**src/rtl/ieel_pkg.sv**
```systemverilog
`default_nettype none

package ieel_pkg;

    localparam int unsigned DATA_W  = 32;
    localparam int unsigned INDEX_W = 6;
    localparam int unsigned COUNT_W = 7;

    localparam logic [1:0] ACT_READ   = 2'd0;
    localparam logic [1:0] ACT_INSERT = 2'd1;
    localparam logic [1:0] ACT_ERASE  = 2'd2;

    localparam logic [1:0] STS_OK    = 2'd0;
    localparam logic [1:0] STS_RANGE = 2'd1;
    localparam logic [1:0] STS_FULL  = 2'd2;

    typedef struct packed {
        logic [1:0]                action;
        logic [INDEX_W-1:0]        index;
        logic signed [DATA_W-1:0]  value;
    } t_in_beat;

    typedef struct packed {
        logic signed [DATA_W-1:0]  read_value;
        logic [COUNT_W-1:0]        count;
        logic [1:0]                status;
    } t_out_beat;

    typedef enum logic [1:0] {
        S_IDLE,
        S_DECODE,
        S_READ_WAIT,
        S_SHIFT
    } t_state;

    typedef struct packed {
        logic       load;
        logic       rd_issue;
        logic       shift_init;
        logic       shift_step;
        logic       ins_commit;
        logic       era_commit;
        logic       respond;
        logic       use_rdata;
        logic [1:0] status;
    } t_dp_cmd;

    typedef struct packed {
        logic [1:0] action;
        logic       idx_lt_count;
        logic       idx_gt_count;
        logic       full;
        logic       shift_done;
    } t_dp_stat;

endpackage

`default_nettype wire

```
**src/rtl/ieel_ram.sv**
```systemverilog
`default_nettype none

module ieel_ram #(
    parameter int unsigned WIDTH = 32,
    parameter int unsigned DEPTH = 64
) (
    input  wire logic                     i_clk,
    input  wire logic                     i_wr_en,
    input  wire logic [$clog2(DEPTH)-1:0] i_wr_addr,
    input  wire logic [WIDTH-1:0]         i_wr_data,
    input  wire logic                     i_rd_en,
    input  wire logic [$clog2(DEPTH)-1:0] i_rd_addr,
    output logic      [WIDTH-1:0]         o_rd_data
);

    logic [WIDTH-1:0] r_mem [DEPTH];

    always_ff @(posedge i_clk) begin
        if (i_wr_en) begin
            r_mem[i_wr_addr] <= i_wr_data;
        end
        if (i_rd_en) begin
            o_rd_data <= r_mem[i_rd_addr];
        end
    end

endmodule

`default_nettype wire

```
**src/rtl/ieel_ctrl.sv**
```systemverilog
`default_nettype none

module ieel_ctrl
    import ieel_pkg::*;
(
    input  wire logic     i_clk,
    input  wire logic     i_rst_n,
    input  wire logic     i_start,
    input  wire t_dp_stat i_stat,
    output logic          o_busy,
    output t_dp_cmd       o_cmd
);

    t_state r_state;
    t_state n_state;

    always_ff @(posedge i_clk) begin
        if (!i_rst_n) begin
            r_state <= S_IDLE;
        end else begin
            r_state <= n_state;
        end
    end

    always_comb begin
        n_state = r_state;
        o_cmd   = '0;
        o_busy  = (r_state != S_IDLE);
        unique case (r_state)
            S_IDLE: begin
                if (i_start) begin
                    o_cmd.load = 1'b1;
                    n_state    = S_DECODE;
                end
            end
            S_DECODE: begin
                unique case (i_stat.action)
                    ACT_READ: begin
                        if (i_stat.idx_lt_count) begin
                            o_cmd.rd_issue = 1'b1;
                            n_state        = S_READ_WAIT;
                        end else begin
                            o_cmd.respond = 1'b1;
                            o_cmd.status  = STS_RANGE;
                            n_state       = S_IDLE;
                        end
                    end
                    ACT_INSERT: begin
                        if (i_stat.full) begin
                            o_cmd.respond = 1'b1;
                            o_cmd.status  = STS_FULL;
                            n_state       = S_IDLE;
                        end else if (i_stat.idx_gt_count) begin
                            o_cmd.respond = 1'b1;
                            o_cmd.status  = STS_RANGE;
                            n_state       = S_IDLE;
                        end else begin
                            o_cmd.shift_init = 1'b1;
                            n_state          = S_SHIFT;
                        end
                    end
                    ACT_ERASE: begin
                        if (i_stat.idx_lt_count) begin
                            o_cmd.shift_init = 1'b1;
                            n_state          = S_SHIFT;
                        end else begin
                            o_cmd.respond = 1'b1;
                            o_cmd.status  = STS_RANGE;
                            n_state       = S_IDLE;
                        end
                    end
                    default: begin
                        o_cmd.respond = 1'b1;
                        o_cmd.status  = STS_OK;
                        n_state       = S_IDLE;
                    end
                endcase
            end
            S_READ_WAIT: begin
                o_cmd.respond   = 1'b1;
                o_cmd.use_rdata = 1'b1;
                o_cmd.status    = STS_OK;
                n_state         = S_IDLE;
            end
            S_SHIFT: begin
                if (i_stat.shift_done) begin
                    if (i_stat.action == ACT_INSERT) begin
                        o_cmd.ins_commit = 1'b1;
                    end else begin
                        o_cmd.era_commit = 1'b1;
                    end
                    o_cmd.respond = 1'b1;
                    o_cmd.status  = STS_OK;
                    n_state       = S_IDLE;
                end else begin
                    o_cmd.shift_step = 1'b1;
                end
            end
            default: begin
                n_state = S_IDLE;
            end
        endcase
    end

endmodule

`default_nettype wire

```
**src/rtl/ieel_datapath.sv**
```systemverilog
`default_nettype none

module ieel_datapath
    import ieel_pkg::*;
#(
    parameter int unsigned CAPACITY = 64
) (
    input  wire logic     i_clk,
    input  wire logic     i_rst_n,
    input  wire t_in_beat i_item,
    input  wire t_dp_cmd  i_cmd,
    output t_dp_stat      o_stat,
    output logic          o_done,
    output t_out_beat     o_result
);

    localparam int unsigned ADDR_W = (CAPACITY > 1) ? $clog2(CAPACITY) : 1;
    localparam int unsigned CNT_W  = $clog2(CAPACITY + 1);
    localparam int unsigned CMP_W  = (CNT_W > INDEX_W) ? CNT_W : INDEX_W;

    t_in_beat          r_item;
    logic [CNT_W-1:0]  r_count;
    logic [CNT_W-1:0]  n_count;
    logic [ADDR_W-1:0] r_rd_addr;
    logic [ADDR_W-1:0] r_wr_addr;
    logic [CNT_W-1:0]  r_left;
    logic              r_pend;
    logic              r_done;
    t_out_beat         r_result;

    logic [CMP_W-1:0]  idx_ext;
    logic [CMP_W-1:0]  cnt_ext;
    logic [ADDR_W-1:0] idx_addr;
    logic              going_up;
    logic              rd_more;

    logic              ram_wr_en;
    logic [ADDR_W-1:0] ram_wr_addr;
    logic [DATA_W-1:0] ram_wr_data;
    logic              ram_rd_en;
    logic [ADDR_W-1:0] ram_rd_addr;
    logic [DATA_W-1:0] ram_rd_data;

    assign idx_ext  = CMP_W'(r_item.index);
    assign cnt_ext  = CMP_W'(r_count);
    assign idx_addr = ADDR_W'(r_item.index);
    assign going_up = (r_item.action == ACT_INSERT);
    assign rd_more  = (r_left != '0);

    assign o_stat.action       = r_item.action;
    assign o_stat.idx_lt_count = (idx_ext < cnt_ext);
    assign o_stat.idx_gt_count = (idx_ext > cnt_ext);
    assign o_stat.full         = (r_count == CNT_W'(CAPACITY));
    assign o_stat.shift_done   = !rd_more && !r_pend;

    always_comb begin
        ram_rd_en   = 1'b0;
        ram_rd_addr = r_rd_addr;
        if (i_cmd.rd_issue) begin
            ram_rd_en   = 1'b1;
            ram_rd_addr = idx_addr;
        end else if (i_cmd.shift_step && rd_more) begin
            ram_rd_en = 1'b1;
        end
    end

    always_comb begin
        ram_wr_en   = 1'b0;
        ram_wr_addr = r_wr_addr;
        ram_wr_data = ram_rd_data;
        if (i_cmd.ins_commit) begin
            ram_wr_en   = 1'b1;
            ram_wr_addr = idx_addr;
            ram_wr_data = r_item.value;
        end else if (i_cmd.shift_step && r_pend) begin
            ram_wr_en = 1'b1;
        end
    end

    always_comb begin
        n_count = r_count;
        if (i_cmd.ins_commit) begin
            n_count = r_count + 1'b1;
        end else if (i_cmd.era_commit) begin
            n_count = r_count - 1'b1;
        end
    end

    ieel_ram #(
        .WIDTH (DATA_W),
        .DEPTH (CAPACITY)
    ) u_ram (
        .i_clk     (i_clk),
        .i_wr_en   (ram_wr_en),
        .i_wr_addr (ram_wr_addr),
        .i_wr_data (ram_wr_data),
        .i_rd_en   (ram_rd_en),
        .i_rd_addr (ram_rd_addr),
        .o_rd_data (ram_rd_data)
    );

    always_ff @(posedge i_clk) begin
        if (i_cmd.load) begin
            r_item <= i_item;
        end
        if (i_cmd.shift_init) begin
            if (going_up) begin
                r_rd_addr <= ADDR_W'(r_count - 1'b1);
                r_wr_addr <= ADDR_W'(r_count);
            end else begin
                r_rd_addr <= ADDR_W'(cnt_ext - cnt_ext + idx_ext + 1'b1);
                r_wr_addr <= idx_addr;
            end
        end else if (i_cmd.shift_step) begin
            if (rd_more) begin
                r_rd_addr <= going_up ? r_rd_addr - 1'b1 : r_rd_addr + 1'b1;
            end
            if (r_pend) begin
                r_wr_addr <= going_up ? r_wr_addr - 1'b1 : r_wr_addr + 1'b1;
            end
        end
        if (i_cmd.respond) begin
            r_result.read_value <= i_cmd.use_rdata ? ram_rd_data : '0;
            r_result.count      <= COUNT_W'(n_count);
            r_result.status     <= i_cmd.status;
        end
    end

    always_ff @(posedge i_clk) begin
        if (!i_rst_n) begin
            r_count <= '0;
            r_left  <= '0;
            r_pend  <= 1'b0;
            r_done  <= 1'b0;
        end else begin
            r_count <= n_count;
            r_done  <= i_cmd.respond;
            if (i_cmd.shift_init) begin
                r_pend <= 1'b0;
                if (going_up) begin
                    r_left <= CNT_W'(cnt_ext - idx_ext);
                end else begin
                    r_left <= CNT_W'(cnt_ext - idx_ext - 1'b1);
                end
            end else if (i_cmd.shift_step) begin
                r_pend <= rd_more;
                if (rd_more) begin
                    r_left <= r_left - 1'b1;
                end
            end
        end
    end

    assign o_done   = r_done;
    assign o_result = r_result;

endmodule

`default_nettype wire

```
**src/rtl/indexed_insert_erase_list.sv**
```systemverilog
// channel  | direction | handshake               | beat
// ---------+-----------+-------------------------+------------
// item     | in        | start & !busy           | i_item
// result   | out       | o_done, one cycle pulse | o_result
//
// a read answers after decode and a ram read wait; an error or unused action 3
// answers from decode; insert and erase commit at once when nothing moves, else
// entries move one per cycle through the single write port of the cell ram
// busy is high from the cycle after acceptance until the result pulse
// synchronous active-low reset empties the list; cells need no clearing
// results cannot be stalled: o_done lasts one cycle
`default_nettype none

module indexed_insert_erase_list
    import ieel_pkg::*;
#(
    parameter int unsigned CAPACITY = 64
) (
    input  wire logic      i_clk,
    input  wire logic      i_rst_n,
    input  wire logic      start,
    input  wire t_in_beat  i_item,
    output logic           busy,
    output logic           o_done,
    output t_out_beat      o_result
);

    t_dp_cmd  cmd;
    t_dp_stat stat;

    ieel_ctrl u_ctrl (
        .i_clk   (i_clk),
        .i_rst_n (i_rst_n),
        .i_start (start),
        .i_stat  (stat),
        .o_busy  (busy),
        .o_cmd   (cmd)
    );

    ieel_datapath #(
        .CAPACITY (CAPACITY)
    ) u_datapath (
        .i_clk    (i_clk),
        .i_rst_n  (i_rst_n),
        .i_item   (i_item),
        .i_cmd    (cmd),
        .o_stat   (stat),
        .o_done   (o_done),
        .o_result (o_result)
    );

endmodule

`default_nettype wire

```
**config.mk**
```make
export PLATFORM = sky130hd
export DESIGN_NAME = indexed_insert_erase_list
export DESIGN_NICKNAME = d
export VERILOG_FILES = /design/src/rtl/ieel_pkg.sv /design/src/rtl/ieel_ram.sv /design/src/rtl/ieel_ctrl.sv /design/src/rtl/ieel_datapath.sv /design/src/rtl/indexed_insert_erase_list.sv
export SDC_FILE = /design/constraint.sdc
export NUM_CORES = 2
export LEC_CHECK = 0
export ABC_CLOCK_PERIOD_IN_PS = 6550
export BUFFER_PORTS_ARGS = -buffer_cell sky130_fd_sc_hd__buf_2
export CELL_PAD_IN_SITES_DETAIL_PLACEMENT = 0
export CELL_PAD_IN_SITES_GLOBAL_PLACEMENT = 1
export CORE_ASPECT_RATIO = 0.9
export CORE_MARGIN = 4
export CORE_UTILIZATION = 44
export DETAILED_ROUTE_END_ITERATION = 7
export GPL_TIMING_DRIVEN = 0
export HOLD_SLACK_MARGIN = 0.08
export PLACE_DENSITY_LB_ADDON = 0.15
export REMOVE_ABC_BUFFERS = 1
export SLEW_MARGIN = 20
export SYNTH_ARGS = -nofsm -noshare
export SYNTH_HDL_FRONTEND = slang
export SYNTH_SLANG_ARGS = --single-unit
export TNS_END_PERCENT = 20
```
**constraint.sdc**
```tcl
create_clock -name i_clk -period 6.55 [get_ports i_clk]
set_input_delay 1.31 -clock i_clk [delete_from_list [all_inputs] [get_ports i_clk]]
set_output_delay 1.31 -clock i_clk [all_outputs]
set_load 0.02 [all_outputs]
```
======== Word level (Yosys, flattened, before mapping) ========
Memory sizes are Yosys's and may differ from the RTL's. A register that Yosys moved wholly into a read port is not among the register bits.
Index checks and enable logic that the tools add are counted.
cells by class
  add/sub/neg operators ................... 12
  order comparisons ....................... 2
  equal/unequal tests ..................... 8
  bitwise operators ....................... 1
  mux-type cells .......................... 56
  reduce and logical (&&, ||, !) cells .... 17
operators with widths
  kind                 count
  $mux 6               12
  $mux 7               6
  $mux 32              1
  $mux 1               21
  $sub 7x1->7 const B  3
  $add 6x1->6 const B  3
  $mux 2               8
  $sub 6x1->6 const B  2
  $pmux 2 s4           1
  $reduce_bool 2->1    4
  $add 7x1->7 const B  1
  $eq 7x7->1 const B   1
  $gt 6x7->1           1
  $lt 6x7->1           1
  $reduce_bool 7->1    1
  $sub 7x6->7          1
  $add 6x6->6          1
  $eq 2x2->1 const B   3
  $mux 3               2
  $pmux 2 s3           1
  $reduce_and 2->1     3
  $sub 6x6->6          1
  $eq 2x1->1 const B   2
  $logic_not 2->1      2
  other kinds (8)      14
word-level totals
  bits in registers ....................... 111
  memories ................................ 1
  word-level logic and storage cells ...... 110
  output and inout bits ................... 43
  input bits .............................. 43
  bits in writable memories ............... 2048
memory list
  memory                  depth  width  rd ports  clocked after Yosys merged registers in  wr ports  line            text
  u_datapath.u_ram.r_mem  64     32     1         1                                        1         ieel_ram.sv:16  logic [WIDTH-1:0] r_mem [DEPTH];

======== Depth between registers and ports, before layout ========
  depth in word-level cells ............... 10
  depth in mapped cells ................... 18
  gate-level depth less buffers ........... 14

======== Cells and area by module ========
From an unflattened synthesis, not the netlist that was laid out.
second synthesis, totals
  cell total of the unflattened synthesis .. 3850
  area, all modules ....................... 84917.7 µm²
by module, submodules not included
  module         seq. area each (µm²)  cells each  area an instance (µm²)  instances
  ieel_ram       62459.9               3324        78835.6                 1
  ieel_datapath  3113.0                488         5795.6                  1
  ieel_ctrl      40.0                  38          286.5                   1

======== Worst setup path before layout ========
No wires, ideal clock.
  path type ............................... flip-flop to flip-flop
  start ................................... reg u_datapath.r_left[0]
  end ..................................... mem u_datapath.u_ram.r_mem[40][0] (enable)
  stages on the path, launching flop included .. 14
  path slack .............................. 1946 ps
  data arrival time ....................... 4183 ps
  data required time ...................... 6129 ps
  buffers on the path ..................... 2
  period minus slack after synthesis ...... 4604 ps
  library setup time ...................... 421 ps
  path through ............................ dfxtp_1 > inv_1 > ha_1 > or3b_2 > or4_1 > or2_2 > nor2_1 > nand2_1 > buf_2 > nor4_1 > a31oi_1 > or2_2 > clkbuf_1 > nor2_1
on the way
  word-level cells in the longest chain between the ends .. 10
  elaborated cells on any way between the ends .. 12
  classes of those cells .................. mux: 8; reduce/logical: 4
RTL lines
  item                          line                  text
  from (decl)                   ieel_datapath.sv:26   logic [CNT_W-1:0] r_left;
  from (signal assigned)        ieel_datapath.sv:141  r_left <= CNT_W'(cnt_ext - idx_ext);
  from (signal assigned)        ieel_datapath.sv:143  r_left <= CNT_W'(cnt_ext - idx_ext - 1'b1);
  from (signal assigned)        ieel_datapath.sv:148  r_left <= r_left - 1'b1;
  $reduce_bool 7->1 (*)         ieel_datapath.sv:48   assign rd_more = (r_left != '0);
  $logic_not 1->1 (*)           ieel_datapath.sv:54   assign o_stat.shift_done = !rd_more && !r_pend;
  $logic_and 1x1->1 (*)         ieel_datapath.sv:54
  $mux 1                        ieel_ctrl.sv:86       if (i_stat.shift_done) begin
  $mux 3 (*)                    ieel_ctrl.sv:29       unique case (r_state)
  $logic_and 1x1->1             ieel_datapath.sv:75   end else if (i_cmd.shift_step && r_pend) begin
  $mux 1                        ieel_datapath.sv:75
  $mux 1                        ieel_datapath.sv:71   if (i_cmd.ins_commit) begin
  $mux 1                        ieel_ram.sv:19        if (i_wr_en) begin
  $mux 1 (implied by the code)  ieel_ram.sv:20        r_mem[i_wr_addr] <= i_wr_data;
  to (decl)                     ieel_ram.sv:16
Every way passes the cells marked *; elsewhere a longest branch is shown, timed or not.

======== Final worst setup path ========
  start ................................... reg u_datapath.r_item, in the netlist u_datapath.idx_addr[5]
  end ..................................... reg u_datapath.u_ram.o_rd_data[30] (read register of u_datapath.u_ram.r_mem) (data pin)
on the way
  word-level cells in the longest chain between the ends .. 5
  elaborated cells on any way between the ends .. 6
  classes of those cells .................. order compare: 1; mux: 5
RTL lines
  item                              line                  text
  from (decl)                       ieel_datapath.sv:21   t_in_beat r_item;
  from (signal assigned)            ieel_datapath.sv:104  r_item <= i_item;
  $lt 6x7->1                        ieel_datapath.sv:51   assign o_stat.idx_lt_count = (idx_ext < cnt_ext);
  $mux 1                            ieel_ctrl.sv:39       if (i_stat.idx_lt_count) begin
  $mux 1                            ieel_ctrl.sv:37       unique case (i_stat.action)
  $mux 2                            ieel_ctrl.sv:29
  $mux 6 or $mux 1 (tied branches)  ieel_datapath.sv:59   if (i_cmd.rd_issue) begin
  to (decl)                         ieel_ram.sv:13        output logic [WIDTH-1:0] o_rd_data
Several ways; a longest one is shown, not always the timed one.
A chain may end at the register's enable or synchronous reset.

==> summary.txt <==
Synth
  • Yosys top cell area share: 0.737
  • Yosys warns: 0
  • Post-synth top area cell: edfxtp_1
  • Yosys reg bits: 2,191
  • Top_reg_cell synth: edfxtp_1
  • Synth unique cells: 86
  • Async SR Flop Fraction: 0
  • Xor-xnor portion of the synthesized cell area: 0.00415
  • Synth top area cells: edfxtp_1 74%, nand2_1 5.0%, mux2i_1 3.8%, a21oi_1 1.4%, nand3_1 1.3%
  • Post-Syn Area: 0.0886 mm^2
  • Post-Synth Adder-Cell Area: 0.00576
  • Syn Area/Cell: 14.6 um^2
  • Synth Area in Compound Gates: 0.0848
  • Largest family of logic cells by synthesized area: simple AND/OR/NAND/NOR gates
  • Synth Area in Simple Gates: 0.0925
  • Cells after synthesis: 6,081
  • EDFF count, synth: 2,173
  • Seq/Total Area, Yosys: 0.741
  • Post-synthesis mux area share: 0.0481

Setup path
  • R2r startpoint: u_datapath.idx_addr[5]
  • Worst R2R Setup Slack: 220 ps
  • Worst EP required: 7130 ps
  • Kind of critical path: flip-flop to flip-flop
  • Critical Path Slowest Stage Cell: edfxtp_1
  • CP most frequent cell: buf_4
  • Worst setup SP type: flip-flop
  • Setup crit end: u_datapath.u_ram.o_rd_data[30]
  • CP startpoint: u_datapath.idx_addr[5]
  • Critical path's largest stage delay: 620 ps
  • Crit path max fanout: 50
  • R2R depth: 22
  • Critical path, cell by cell: inv_1 > ha_1 > nand4b_1 > a21oi_2 > o211ai_1 > buf_4 > buf_4 > buf_4 > buf_4 > buf_4 > buf_4 > and2_4 > buf_12 > buf_16 > buf_16 > buf_12 > buf_16 > nand2_1 > a311oi_1 > o41ai_1 > o22ai_1 > or3_1
  • Arr. time, crit path: 6900 ps
  • Nature of the critical path endpoint: flip-flop
  • Reg2reg end: u_datapath.u_ram.o_rd_data[30]

Clock network
  • CTS clk-pin slew, worst paths: 60 ps
  • CTS H-Tree Depth: 4
  • Worst-skew pair later-pin latency: 850 ps
  • Sink Count: 2,191
  • Max Buffers Root-to-Sink: 3
  • CTS tree: built
  • CTS buffer count: 218
  • CTS root buf: clkbuf_16
  • # hold bufs at CTS: 0

Worst hold path
  • Hold depth: 1
  • Worst Hold Class: flip-flop to flip-flop

Place
  • Gpl congestion: 0.773
  • Area after DPL: 0.0998 mm^2
  • Dpl cells: 8,805
  • Pre-CTS setup slack: -422 ps
  • Detailed placement HPWL: 198,000 um
  • I/O Buffers: 85

Floorplan
  • Die ar.: 0.209 mm^2
  • Site row count: 155
  • Die height: 434 um
  • Initial Util: 0.445
  • Die width: 481 um
  • Core area: 0.199 mm^2
  • Ports: 86

Timing
  • Worst-margin pin slew: 1120 ps
  • RSZ-0062 raised after global routing: no
  • Worst slew margin: 0.254
  • Post-route setup TNS: 0 ps
  • Fmax: 0.158 GHz
  • Final period util: 0.966
  • Worst setup margin: 223 ps
  • Minimum clock period: 6330 ps
  • Worst Clk Skew: 40.6 ps
  • Setup-failing EPs final: 0
  • Fin. Hold Viols: 0
  • Max-slew violation count: 0

Drt
  • Pre-antenna DRT Iters: 6
  • DRT antenna net count: 0
  • Vias: 56,318
  • Routed wl met2: 133,000 um
  • Max layer used: met4
  • Met3 routed WL: 25,800 um
  • Avg WL per Cell: 32.1 um
  • Vias per cell: 6.11
  • Final wirelength: 296,000 um
  • Met1 WL: 127,000 um
  • Remaining DRCs: 0
  • 1st-iter DRT viols: 7,197

GRT
  • Largest net degree at the start of global routing: 98
  • Grt total ovfl: 0
  • Initial antenna violation count: 10
  • Global-route wire length before repair: 411,000 um
  • Number of global-route vias before repair: 52,507
  • GRT Total Usage: 0.279

Power and ir drop
  • Flop pwr share: 0.553
  • Clock Power Share: 0.438
  • Sw Share: 0.200
  • Pleak: 0.0363 uW
  • P_int: 22,000 uW
  • Power share of the combinational group: 0.009
  • Pwr/cell area: 258 mW/mm^2
  • Net Switching: 5510 uW
  • Peak supply drop: 309 uV

Finish
  • Fillers: 16,082
  • Post-route insts no fill: 9,215
  • Synthesis-to-layout area growth: 20.5%
  • Design Area, Final: 0.107 mm^2
  • Final nets: 6,444
  • Layout cells sized above 1: 0.153

Status
  • Outcome: finished, final reports clean

Flow run
  • Max cap viols: 0
power by group through the flow:
stage / Sequential [uW] / Combinational, uW / Clock [uW]
after global placement: 15500 / 263 / 0
after global routing: 15200 / 284 / 12800
after detailed placement: 15500 / 254 / 0
final: 15200 / 261 / 12100
after floorplan: 15500 / 147 / 0
after CTS: 15200 / 263 / 12200
cells in the final DEF, fill, tap and decap left out, types with 37 or more instances in the layout:
cell / synthesis / final
a21oi_1: 249 / 247
nor2_4: 1 / 70
nand3_1: 228 / 228
clkinv_2: 0 / 40
mux2_2: 55 / 54
buf_2: 177 / 85
a211oi_1: 111 / 110
o22ai_1: 136 / 134
a31oi_1: 71 / 70
clkbuf_16: 0 / 221
and3_1: 141 / 141
buf_12: 0 / 134
edfxtp_1: 2173 / 2173
and2_1: 44 / 43
clkbuf_1: 159 / 57
o221ai_1: 78 / 78
mux2i_1: 337 / 336
a221oi_1: 57 / 57
clkinv_1: 1 / 58
o21ai_0: 102 / 101
nand2_1: 1176 / 1141
buf_16: 0 / 191
a311oi_1: 53 / 53
nor2_1: 106 / 37
cell families (layout without fill, tap and decap cells):
| family | Yosys count | in the layout |
|---|---|---|
| XOR/XNOR | 42 | 42 |
| buffers and inverters | 447 | 909 |
| other | 0 | 3 |
| AO/OA/AOI/OAI | 1084 | 1084 |
| adder cells (fa/ha/maj) | 39 | 39 |
| flip-flops | 2191 | 2191 |
| AND/OR/NAND/NOR | 1863 | 1863 |
| multiplexers | 415 | 415 |
Yosys cell counts (57+ instances only):
library cell and instances:
o22ai_1 136, o21ai_0 102, nand3_1 228, o221ai_1 78
edfxtp_1 2173, buf_2 177, mux2i_1 337, a21oi_1 249
nor2_1 106, and3_1 141, a211oi_1 111, a31oi_1 71
clkbuf_1 159, nand2_1 1176, a221oi_1 57
cell type report:
type                    count  area, um^2  area share
repair buffers            473        9040      0.0847
well taps                2669        3340      0.0313
inverters                  35         133     0.00124
flip-flops and latches   2191       65600       0.615
multi-input cells        3443       21800       0.204
clock inverters           123        1020     0.00961
clock buffers             278        5740      0.0538
diodes                      3        7.51   0.0000704
worst min-delay path by stage:
stage,startpoint,to
finish,u_datapath.u_ram.o_rd_data[20],u_datapath.o_result[29]
global route,u_datapath.u_ram.o_rd_data[21],u_datapath.o_result[30]
CTS,u_datapath.u_ram.o_rd_data[31],u_datapath.o_result[40]
detailed placement,u_datapath.u_ram.o_rd_data[31],u_datapath.o_result[40]
global placement,u_datapath.u_ram.o_rd_data[16],u_datapath.o_result[25]
floorplan,u_datapath.r_left[4],u_datapath.r_left[4]
registers in the layout, summed over array words and instances, names as in the netlist:
name                        cells
u_datapath.cnt_ext              7
u_datapath.u_ram.o_rd_data     32
u_datapath.idx_addr             6
u_datapath.o_stat               2
u_datapath.o_done               1
u_datapath.r_left               7
u_datapath.r_item              32
u_datapath.r_wr_addr            6
u_datapath.r_rd_addr            6
u_datapath.o_result            41
u_datapath.r_pend               1
u_datapath.u_ram.r_mem       2048
u_ctrl.r_state                  2
stage by stage:
step	total power [uW]	hold WS [ps]	utilization
after floorplan	15700	518	-
after global placement	15800	534	0.454
after detailed placement	15800	536	0.501
after CTS	27700	548	0.536
after global routing	28300	576	0.536
final	27500	554	0.536
critical path, delay by kind of cell, from the launching register on:
family / cells / cell delay, ps
compound gates: 5 / 1370
fa+ha+maj: 1 / 540
buf+inv: 12 / 2400
flops: 1 / 620
simple gates: 4 / 990
routing by layer:
| metal | track usage | up-vias |
|---|---|---|
| met5 | 0 | - |
| met4 | 0.0829 | 0 |
| met3 | 0.0481 | 446 |
| met2 | 0.426 | 2807 |
| met1 | 0.410 | 29056 |
| li1 | - | 24009 |
timing repair:
| action | in CTS | in global routing |
|---|---|---|
| endpoints found under the setup margin | 21 | 8 |
| pin swaps | 2 | 1 |
| cloned | 0 | 0 |
| setup buffers | 5 | 1 |
| endpoints found under the hold margin | 0 | 0 |
| gates resized for setup | 2 | 1 |
Power figures use the tool's default switching activity.
